File: src/sv/lfd_pkg.sv
// link frame deframer package: beat types, header layout and code constants
// no dependencies; imported by every module of the deframer
package lfd_pkg;

  localparam int HEADER_BYTES = 12;

  localparam logic [3:0] POS_VERSION   = 4'd4;
  localparam logic [3:0] POS_FLAGS     = 4'd5;
  localparam logic [3:0] POS_LENGTH_LO = 4'd6;
  localparam logic [3:0] POS_LENGTH_HI = 4'd7;
  localparam logic [3:0] POS_ROUTE     = 4'd8;
  localparam logic [3:0] POS_LAST      = 4'(HEADER_BYTES - 1);

  localparam logic REQ_BYTE  = 1'b0;
  localparam logic REQ_CLEAR = 1'b1;

  localparam logic KIND_PAYLOAD = 1'b0;
  localparam logic KIND_ERROR   = 1'b1;

  localparam logic [2:0] ERR_MAGIC   = 3'd0;
  localparam logic [2:0] ERR_VERSION = 3'd1;
  localparam logic [2:0] ERR_FLAGS   = 3'd2;
  localparam logic [2:0] ERR_EMPTY   = 3'd3;
  localparam logic [2:0] ERR_LONG    = 3'd4;

  localparam logic REG_VERSION     = 1'b0;
  localparam logic REG_MAX_PAYLOAD = 1'b1;

  localparam logic [7:0] VERSION_RESET     = 8'd1;
  localparam logic [15:0] MAX_PAYLOAD_RESET = 16'd1024;

  typedef struct packed {
    logic       req_type;
    logic [7:0] in_byte;
  } in_beat_t;

  typedef struct packed {
    logic        kind;
    logic [7:0]  payload_byte;
    logic [31:0] route;
    logic        last_byte;
    logic [2:0]  error_code;
  } out_beat_t;

  typedef struct packed {
    logic [7:0]  expected_version;
    logic [15:0] max_payload;
  } cfg_t;

  // magic "RBU1"
  function automatic logic [7:0] magic_byte(input logic [1:0] idx);
    logic [7:0] b;
    case (idx)
      2'd0:    b = 8'h52;
      2'd1:    b = 8'h42;
      2'd2:    b = 8'h55;
      default: b = 8'h31;
    endcase
    return b;
  endfunction

endpackage

File: src/sv/link_frame_deframer.sv
// Link frame deframer. Takes one received byte per beat, parses the 12-byte
// header (magic "RBU1", version, zero flags, 16-bit little-endian length,
// 32-bit little-endian route) and forwards each payload byte as it arrives,
// tagged with the route and flagged on the frame's last byte. A bad header
// gives one error beat on its last byte and the block then drops bytes until
// a clear request. One beat is accepted every cycle while byte_stall is low;
// an input beat goes through the input register, the single parse stage and
// the result register. Registers are written over apb.
// depends on lfd_pkg, lfd_regs and lfd_parser
module link_frame_deframer
  import lfd_pkg::*;
(
  input  logic        clk,
  input  logic        rst,
  input  logic        byte_valid,
  output logic        byte_stall,
  input  in_beat_t    byte_beat,
  output logic        frame_valid,
  input  logic        frame_stall,
  output out_beat_t   frame_beat,
  input  logic        psel,
  input  logic        penable,
  input  logic        pwrite,
  input  logic [2:0]  paddr,
  input  logic [31:0] pwdata,
  output logic [31:0] prdata,
  output logic        pready
);

  cfg_t      cfg;
  logic      s1_valid;
  in_beat_t  s1_item;
  logic      advance;
  logic      res_valid;
  out_beat_t res;

  lfd_regs u_regs (
    .clk     (clk),
    .rst     (rst),
    .psel    (psel),
    .penable (penable),
    .pwrite  (pwrite),
    .paddr   (paddr),
    .pwdata  (pwdata),
    .prdata  (prdata),
    .pready  (pready),
    .cfg     (cfg)
  );

  // the parse stage moves whenever the result register is free or draining
  assign advance    = s1_valid && (!frame_valid || !frame_stall);
  assign byte_stall = s1_valid && !advance;

  always_ff @(posedge clk) begin
    if (rst) begin
      s1_valid <= 1'b0;
    end else if (!s1_valid || advance) begin
      s1_valid <= byte_valid;
    end
  end

  always_ff @(posedge clk) begin
    if (byte_valid && !byte_stall) begin
      s1_item <= byte_beat;
    end
  end

  lfd_parser u_parser (
    .clk       (clk),
    .rst       (rst),
    .step      (advance),
    .item      (s1_item),
    .cfg       (cfg),
    .res_valid (res_valid),
    .res       (res)
  );

  always_ff @(posedge clk) begin
    if (rst) begin
      frame_valid <= 1'b0;
    end else if (advance) begin
      frame_valid <= res_valid;
    end else if (!frame_stall) begin
      frame_valid <= 1'b0;
    end
  end

  always_ff @(posedge clk) begin
    if (advance && res_valid) begin
      frame_beat <= res;
    end
  end

endmodule

File: src/sv/lfd_regs.sv
// configuration registers of the deframer behind an apb-style port
// depends on lfd_pkg for the register indexes and reset values
module lfd_regs
  import lfd_pkg::*;
(
  input  logic        clk,
  input  logic        rst,
  input  logic        psel,
  input  logic        penable,
  input  logic        pwrite,
  input  logic [2:0]  paddr,
  input  logic [31:0] pwdata,
  output logic [31:0] prdata,
  output logic        pready,
  output cfg_t        cfg
);

  logic wr_en;

  assign pready = 1'b1;
  assign wr_en  = psel && penable && pwrite;

  always_ff @(posedge clk) begin
    if (rst) begin
      cfg.expected_version <= VERSION_RESET;
      cfg.max_payload      <= MAX_PAYLOAD_RESET;
    end else if (wr_en) begin
      case (paddr[2])
        REG_VERSION:     cfg.expected_version <= pwdata[7:0];
        REG_MAX_PAYLOAD: cfg.max_payload      <= pwdata[15:0];
        default:         cfg.max_payload      <= cfg.max_payload;
      endcase
    end
  end

  always_comb begin
    case (paddr[2])
      REG_VERSION:     prdata = {24'd0, cfg.expected_version};
      REG_MAX_PAYLOAD: prdata = {16'd0, cfg.max_payload};
      default:         prdata = '0;
    endcase
  end

endmodule

File: src/sv/lfd_parser.sv
// header parser and payload tagger: holds the frame state and forms at most one
// result per processed beat; depends on lfd_pkg
module lfd_parser
  import lfd_pkg::*;
(
  input  logic      clk,
  input  logic      rst,
  input  logic      step,
  input  in_beat_t  item,
  input  cfg_t      cfg,
  output logic      res_valid,
  output out_beat_t res
);

  logic [3:0]  header_pos, header_pos_next;
  logic [15:0] declared_length, declared_length_next;
  logic [15:0] bytes_left, bytes_left_next;
  logic [31:0] route_word, route_word_next;
  logic [2:0]  pending_error, pending_error_next;
  logic        error_seen, error_seen_next;
  logic        halted, halted_next;

  logic        byte_err;
  logic [2:0]  byte_code;
  logic        len_err;
  logic [2:0]  len_code;
  logic        seen_final;
  logic [2:0]  code_final;

  // per-byte header checks
  always_comb begin
    byte_err  = 1'b0;
    byte_code = ERR_MAGIC;
    if (header_pos inside {[4'd0:4'd3]}) begin
      byte_err  = (item.in_byte != magic_byte(header_pos[1:0]));
      byte_code = ERR_MAGIC;
    end else if (header_pos == POS_VERSION) begin
      byte_err  = (item.in_byte != cfg.expected_version);
      byte_code = ERR_VERSION;
    end else if (header_pos == POS_FLAGS) begin
      byte_err  = (item.in_byte != 8'd0);
      byte_code = ERR_FLAGS;
    end
  end

  // length checks on the header's last byte
  always_comb begin
    len_err  = (declared_length == 16'd0) || (declared_length > cfg.max_payload);
    len_code = (declared_length == 16'd0) ? ERR_EMPTY : ERR_LONG;
  end

  assign seen_final = error_seen || len_err;
  assign code_final = error_seen ? pending_error : len_code;

  always_comb begin
    header_pos_next      = header_pos;
    declared_length_next = declared_length;
    bytes_left_next      = bytes_left;
    route_word_next      = route_word;
    pending_error_next   = pending_error;
    error_seen_next      = error_seen;
    halted_next          = halted;
    res_valid            = 1'b0;
    res                  = '0;
    if (step) begin
      if (item.req_type == REQ_CLEAR) begin
        header_pos_next      = '0;
        declared_length_next = '0;
        bytes_left_next      = '0;
        route_word_next      = '0;
        pending_error_next   = '0;
        error_seen_next      = 1'b0;
        halted_next          = 1'b0;
      end else if (!halted) begin
        if (bytes_left != 16'd0) begin
          res_valid        = 1'b1;
          res.kind         = KIND_PAYLOAD;
          res.payload_byte = item.in_byte;
          res.route        = route_word;
          res.last_byte    = (bytes_left == 16'd1);
          bytes_left_next  = bytes_left - 16'd1;
        end else begin
          if (header_pos == POS_LENGTH_LO) begin
            declared_length_next = {declared_length[15:8], item.in_byte};
          end else if (header_pos == POS_LENGTH_HI) begin
            declared_length_next = {item.in_byte, declared_length[7:0]};
          end else if (header_pos >= POS_ROUTE) begin
            case (header_pos[1:0])
              2'd0:    route_word_next[7:0]   = item.in_byte;
              2'd1:    route_word_next[15:8]  = item.in_byte;
              2'd2:    route_word_next[23:16] = item.in_byte;
              default: route_word_next[31:24] = item.in_byte;
            endcase
          end
          if (byte_err && !error_seen) begin
            error_seen_next    = 1'b1;
            pending_error_next = byte_code;
          end
          if (header_pos != POS_LAST) begin
            header_pos_next = header_pos + 4'd1;
          end else begin
            header_pos_next    = '0;
            error_seen_next    = seen_final;
            pending_error_next = code_final;
            if (seen_final) begin
              halted_next    = 1'b1;
              res_valid      = 1'b1;
              res.kind       = KIND_ERROR;
              res.error_code = code_final;
            end else begin
              bytes_left_next = declared_length;
            end
          end
        end
      end
    end
  end

  always_ff @(posedge clk) begin
    if (rst) begin
      header_pos      <= '0;
      declared_length <= '0;
      bytes_left      <= '0;
      route_word      <= '0;
      pending_error   <= '0;
      error_seen      <= 1'b0;
      halted          <= 1'b0;
    end else begin
      header_pos      <= header_pos_next;
      declared_length <= declared_length_next;
      bytes_left      <= bytes_left_next;
      route_word      <= route_word_next;
      pending_error   <= pending_error_next;
      error_seen      <= error_seen_next;
      halted          <= halted_next;
    end
  end

  // a halted parser only leaves that state on a clear request
  a_halt_holds: assert property (@(posedge clk) disable iff (rst)
    halted && !(step && item.req_type == REQ_CLEAR) |=> halted)
    else $error("parser left halt without a clear");

  // error reports come only from the last header byte
  a_err_at_end: assert property (@(posedge clk) disable iff (rst)
    res_valid && res.kind == KIND_ERROR |-> header_pos == POS_LAST && bytes_left == 16'd0)
    else $error("error report away from header end");

  // payload phase never overlaps a partly parsed header or a halt
  a_payload_clean: assert property (@(posedge clk) disable iff (rst)
    bytes_left != 16'd0 |-> header_pos == 4'd0 && !halted && !error_seen)
    else $error("payload phase with stale header state");

endmodule
File: config.mk
export PLATFORM = sky130hd
export DESIGN_NAME = link_frame_deframer
export DESIGN_NICKNAME = d
export VERILOG_FILES = /design/src/sv/lfd_pkg.sv /design/src/sv/link_frame_deframer.sv /design/src/sv/lfd_regs.sv /design/src/sv/lfd_parser.sv
export SDC_FILE = /design/constraint.sdc
export NUM_CORES = 1
export LEC_CHECK = 0
export BUFFER_PORTS_ARGS = -buffer_cell sky130_fd_sc_hd__buf_2
export CORE_ASPECT_RATIO = 1.5
export CORE_MARGIN = 2
export CORE_UTILIZATION = 57
export DETAILED_ROUTE_END_ITERATION = 8
export HOLD_SLACK_MARGIN = 0.03
export PLACE_DENSITY = 0.85
export SETUP_SLACK_MARGIN = 0.1
export SLEW_MARGIN = 15
export SYNTH_ARGS = -nofsm -noshare
export SYNTH_HDL_FRONTEND = slang
export SYNTH_HIERARCHICAL = 1
export SYNTH_SLANG_ARGS = --single-unit
export TNS_END_PERCENT = 5
File: constraint.sdc
create_clock -name clk -period 6.1 [get_ports clk]
set_input_delay 1.22 -clock clk [delete_from_list [all_inputs] [get_ports clk]]
set_output_delay 1.22 -clock clk [all_outputs]
set_load 0.005 [all_outputs]
* After elaboration in Yosys (flattened, before gate mapping) *
Index checks and enable logic that the tools add are counted.

operators by class
  $add $sub $neg = 2
  multiplexer cells = 56
  reduce and logical (&&, ||, !) cells = 43
  $lt $le $gt $ge = 4
  eq/ne operators = 19
  bitwise operators = 4

operators with widths
  kind                                                  count
  two-way mux 32 bit                                    6
  two-way mux 16 bit                                    10
  case mux 32 bit (2 select lines)                      1
  two-way mux 8 bit                                     5
  AND reduction 7 bit                                   4
  two-way mux 3 bit                                     9
  case mux 7 bit (3 select lines)                       1
  two-way mux 1 bit                                     19
  equality test 16 x 1 -> 1 bit, second input constant  1
  equality test 4 x 3 -> 1 bit, second input constant   4
  greater-than comparator 16 bit                        1
  logical NOT 16 bit                                    1
  two-way mux 4 bit                                     4
  != test 8 bit                                         2
  nonzero test 16 bit                                   1
  subtractor 16 x 1 -> 16 bit, second input constant    1
  AND reduction 4 bit                                   3
  nonzero test 2 bit                                    6
  logical AND 1 bit                                     8
  != test 2 bit, second input constant                  4
  nonzero test 8 bit                                    1
  logical NOT 1 bit                                     6
  != test 3 x 2 -> 1 bit, second input constant         2
  OR reduction 3 bit                                    2
  18 further kinds                                      26

word-level totals
  input bits = 51
  word-level logic and storage cells = 150
  output and inout bits = 80
  register bits after elaboration = 153

* Logic depth before layout (Yosys ltp) *
  word-level depth = 11
  mapped depth = 10
  mapped depth without buffers = 10

* By module *
Netlist, hierarchy kept.

modules (own cells, without submodules)
  module               sequential area each (µm²)  times used  area an instance (µm²)  cells each
  lfd_parser           1461.4                      1           4626.9                  554
  link_frame_deframer  1661.6                      1           1715.4                  66
  lfd_regs             480.5                       1           1333.8                  135

* Worst setup path before layout *
OpenSTA, ideal clock, no wires.

  path type = input to register
  start point = input port frame_stall
  end point = register frame_beat[0] in the netlist's numbering (enable)
  library setup time = 0.463 ns
  buffers on the path = 1
  cell stages on the path = 9
  setup slack = 0.823 ns
  required time = 5.637 ns
  arrival time = 4.814 ns
  cell sequence = nand2_1 > and2_1 > o21ai_1 > nor2_1 > clkbuf_1 > nand2_1 > o21bai_1 > nand2_1 > a21oi_1

between the ends
  longest elaborated chain between the ends = 5

RTL lines
  what                    RTL line                   source
  start: declaration      link_frame_deframer.sv:19  input logic frame_stall,
  logical NOT 1 bit       n/a
  logical OR 1 bit        link_frame_deframer.sv:51  assign advance = s1_valid && (!frame_valid || !frame_stall);
  logical AND 1 bit       link_frame_deframer.sv:51
  via advance             link_frame_deframer.sv:33  logic advance;
  two-way mux 1 bit       lfd_parser.sv:65           if (step) begin
  via res_valid           link_frame_deframer.sv:34  logic res_valid;
  logical AND 1 bit       link_frame_deframer.sv:89  if (advance && res_valid) begin
  end signal: assignment  link_frame_deframer.sv:90  frame_beat <= res;
  end: declaration        link_frame_deframer.sv:20  output out_beat_t frame_beat,

The timed path passes the listed nets, and every way through them passes these cells.
A chain may end at the register's enable or synchronous reset.

* Worst setup path after layout *
  start point = input port frame_stall
  end point = register frame_beat[21] in the netlist's numbering (enable)

Same word-level chain as after synthesis.

==> reports/results.env <==
CRITICAL_PATH_CLASS='primary input to flop'
CTS_REPAIR_RESIZE_COUNT=0
HOLD_WS_NS=0.4703
NUMBER_OF_SYNTHESIZED_REGISTER_BITS=153
NUMPORTBUFFERS=95
TOTALNEGATIVESETUPSLACK_NS=0
FINAL.MIN_CLOCK_PERIOD_NS=3.502
LAYOUT.FILLER_CELLS=1013
OUTCOME='finished, final reports clean'
CRIT_START='frame_stall'
SYNTHARSTFLOPSHARE=0
DIE_HEIGHT_UM=146.1
HIGHEST_IR_DROP_SEEN_ON_VDD_V=0.0001931
CRIT_PATH_MAX_DELAY_FAMILY='compound AO/OA/AOI/OAI gates'
HP-CLASS='flop to flop'
DETAIL-ROUTE-ANTENNA-NETS=0
LEADING_CELL_TYPES_IN_THE_LAYOUT_FILL_AND_TAPS_EXCLUDED='dfxtp_1, buf_2, nor2_1, mux2i_1, edfxtp_1'
CTS-HOLD-FIX-BUFFERS=0
PATH_CLK_SLEW_NS=0.06
CORE_UM2=13080
CRITICAL_PATH_FANOUT_MAX=45
WORST_HOLD_STARTPOINT='u_parser/pending_error[0]'
START_UTIL=0.5868
LEFTOVER_OVERFLOW_AT_THE_END_OF_GLOBAL_ROUTING=0
POST_SYNTH.CELL_AREA_AVG_UM2=10.17
POST_SYNTHESIS_ADDER_CELL_AREA_FRACTION=0.03586
FIN_CRIT_SH=0.5741
POST-DP-HPWL_UM=11770
FIRST_ITER_VIOLATIONS=493
TIMING.CRITICAL_PATH.SLOWEST_STAGE_CELL='a21boi_1'
CTS.ROOT.BUFFER_CELL='clkbuf_16'
SYNTH_FLOP_CELL='dfxtp_1'
FINAL_MAX_SLEW_VIOL_COUNT=0
POWERDENSITY_nW_PER_UM2=292.5
CP-START-KIND='primary input'
MAX_CAP_VIOL_COUNT=0
CLKSINKCOUNT=153
SYNTH_COMPOUND_AREA_FRAC=0.09258
SYNTH.TOP_CELL.AREA_SHARE=0.2582
POST_CTS_BUFFERS=0
VIAS_IN_THE_FIRST_GLOBAL_ROUTE=5641
MAXIMUM_NUMBER_OF_PINS_ON_ONE_NET_BEFORE_GLOBAL_ROUTE_REPAIR=78
VIAS=5856
GRT_USAGE=0.2393
FINAL.SETUP_SKEW_NS=0.008804
SYNTH.TOP_CELLS.BY_AREA='dfxtp_1, edfxtp_1, mux2i_1'
WORSTREG2REGSTART='u_parser/declared_length[13]'
MAIN_COMBINATIONAL_CELL_FAMILY_BY_AREA_AFTER_SYNTHESIS='simple AND/OR/NAND/NOR gates'
P_LEAK_nW=3.400
TIMING.CRITICAL_PATH.REQUIRED_NS=6.17
POST_DRT_WL_PER_CELL_UM=16.92
POST-SYNTH-TOP-AREA-CELL='dfxtp_1'
N_ANTENNA_CELL=0
CLK_PATH_BUF_DEPTH=2
DIE-WIDTH_UM=98.75
MAX_FCLK_MHz=285.5
DRC_VIOLATIONS_LEFT=0
END_KIND='flop'
WORSTPATHCELLLIST='buf_2, nand2_1, and2_1, a21boi_1, nand2_1, nor2_1, o21bai_1, nand2_1, a21oi_4, buf_4'
P_TOTAL_mW=2.554
CRITICAL_PATH.MAX_STAGE_DELAY_NS=0.61
GRT_ANTENNA_BEFORE_REPAIR=0
SYNTHESIS.YOSYS.WARNINGS=6
FP-ROW-COUNT=51
WORSTMARGINPINSLEW_NS=1.035
DRT_PRE_ANTENNA_ITERS=5
LAYOUT.CELLS.MOST_COMMON='dfxtp_1'
AREA_GROWTH_PCT=13.76
IO-PIN-COUNT=131
SYNTHSIMPLEGATEAREAFRAC=0.2207
RSZ_0062_RAISED_AFTER_GLOBAL_ROUTING='no'
ROUTED_VIA_DENSITY=5.810
CLOCK_INSERTION_DELAY_WORST_SKEW_NS=0.43
SYNTH_MUX_AREA_FRAC=0.1007
YOSYS.CELL_TYPES.COUNT=71
HOLD_VIOL_FINAL=0
RELSLEWSLACK=0.3051
SYNTHESIS.INSTANCES=755
POST_SYNTH_XOR_AREA_FRACTION=0.02510
CTSHTREEMAXLEVEL=4
ROUTED_WL_UM=17050
ARRIVAL_NS=3.57
REGISTER_AREA_SHARE_AFTER_SYNTHESIS=0.4694
SYN-CELL-AREA_UM2=7676
CRIT_PATH_FREQUENT_CELL='nand2_1'
PLACE_CONGESTION=0.9232
FLOORPLAN.DIE_AREA_UM2=14430
SETUP_VIOL_COUNT_FINAL=0
TOTAL_NUMBER_OF_NETS_IN_THE_FINAL_DESIGN=909
DRIVE_ABOVE_1_SHARE=0.1979
SYNTH-EDFF-COUNT=54
WORSTPATHBUFFERINVERTERCOUNT=2
FINALCOREUTILIZATION=0.6675
GRT_FIRST_PASS_WIRELENGTH_UM=27570
CLOCK_TREE_FROM_TRITONCTS='yes'
CTS_MADE_BUFFERS=17
worst paths after layout:
| path | to | slack [ns] | cells after the start |
|---|---|---|---|
| worst min register to register | u_parser/pending_error[0] | 0.47 | 2 |
| worst min-delay path | u_parser/pending_error[0] | 0.47 | 2 |
| worst max register to register | frame_beat[21] | 2.65 | 10 |
| worst max-delay path | frame_beat[21] | 2.60 | 10 |
registers in the layout, indices dropped and copies added (netlist names):
name and cells:
frame_beat 45, frame_valid 1, s1_item 9, s1_valid 1
u_parser/bytes_left 16, u_parser/declared_length 16, u_parser/error_seen 1, u_parser/halted 1
u_parser/header_pos 4, u_parser/pending_error 3, u_parser/route_word 32, u_regs/cfg 24
kinds of logic (layout without fill, tap and decap cells):
| kind of cell | Yosys count | count (layout) |
|---|---|---|
| compound gates | 104 | 104 |
| xor+xnor | 22 | 22 |
| fa+ha+maj | 22 | 22 |
| buf+inv | 79 | 158 |
| flops | 153 | 153 |
| mux | 76 | 76 |
| other cells | 2 | 17 |
| simple gates | 297 | 297 |
layer usage:
metal | GRT usage | part of all wire | vias up
li1 | - | - | 2823
met2 | 0.4206 | 0.52 | 256
met5 | 0 | 0 | -
met1 | 0.2713 | 0.39 | 2711
met3 | 0.04356 | 0.053 | 66
met4 | 0.1274 | 0.043 | 0
stage by stage:
stage	setup WS, ns	cells	instance area [um2]
6_report	2.598	1008	8732
5_1_grt	2.393	1008	8732
4_1_cts	2.646	1008	8732
3_5_place_dp	2.188	976	8130
3_3_place_gp	2.287	976	8130
2_1_floorplan	0.8231	770	7732
cells in the mapped netlist (all sizes together) (3+ instances only):
library cell,count
dfxtp,99
nor2,69
mux2i,66
edfxtp,54
nand2b,48
a21oi,43
and3,33
nand3,30
buf,28
inv,27
nand2,25
clkbuf,24
ha,22
nor2b,20
o21ai,20
xor2,14
nand4,13
nor4,13
nor3,11
and2,10
mux2,10
a22oi,8
xnor2,8
o211ai,7
or3,5
or4,5
a21o,4
and4,3
nor3b,3
o31ai,3
tightest hold or removal path: stages (launching register included):
cell     delay [ns]
dfxtp_1        0.30
o21ai_0        0.06
a21oi_1        0.06
area by class of cell:
class	count	area, um2	share of cell area
tap	159	198.9	0.02278
timing repair buffer	99	505.5	0.05789
clock inverter	15	176.4	0.02020
multi-input combinational	538	3721	0.4261
clock buffer	17	425.4	0.04872
sequential	153	3603	0.4127
inverter	27	101.3	0.01161
report_power, final:
part	total, mW	internal [mW]	switching [mW]
Sequential	1.11	1.08	0.0297
Clock	1.06	0.617	0.444
Combinational	0.384	0.128	0.256
Power figures use the tool's default switching activity.
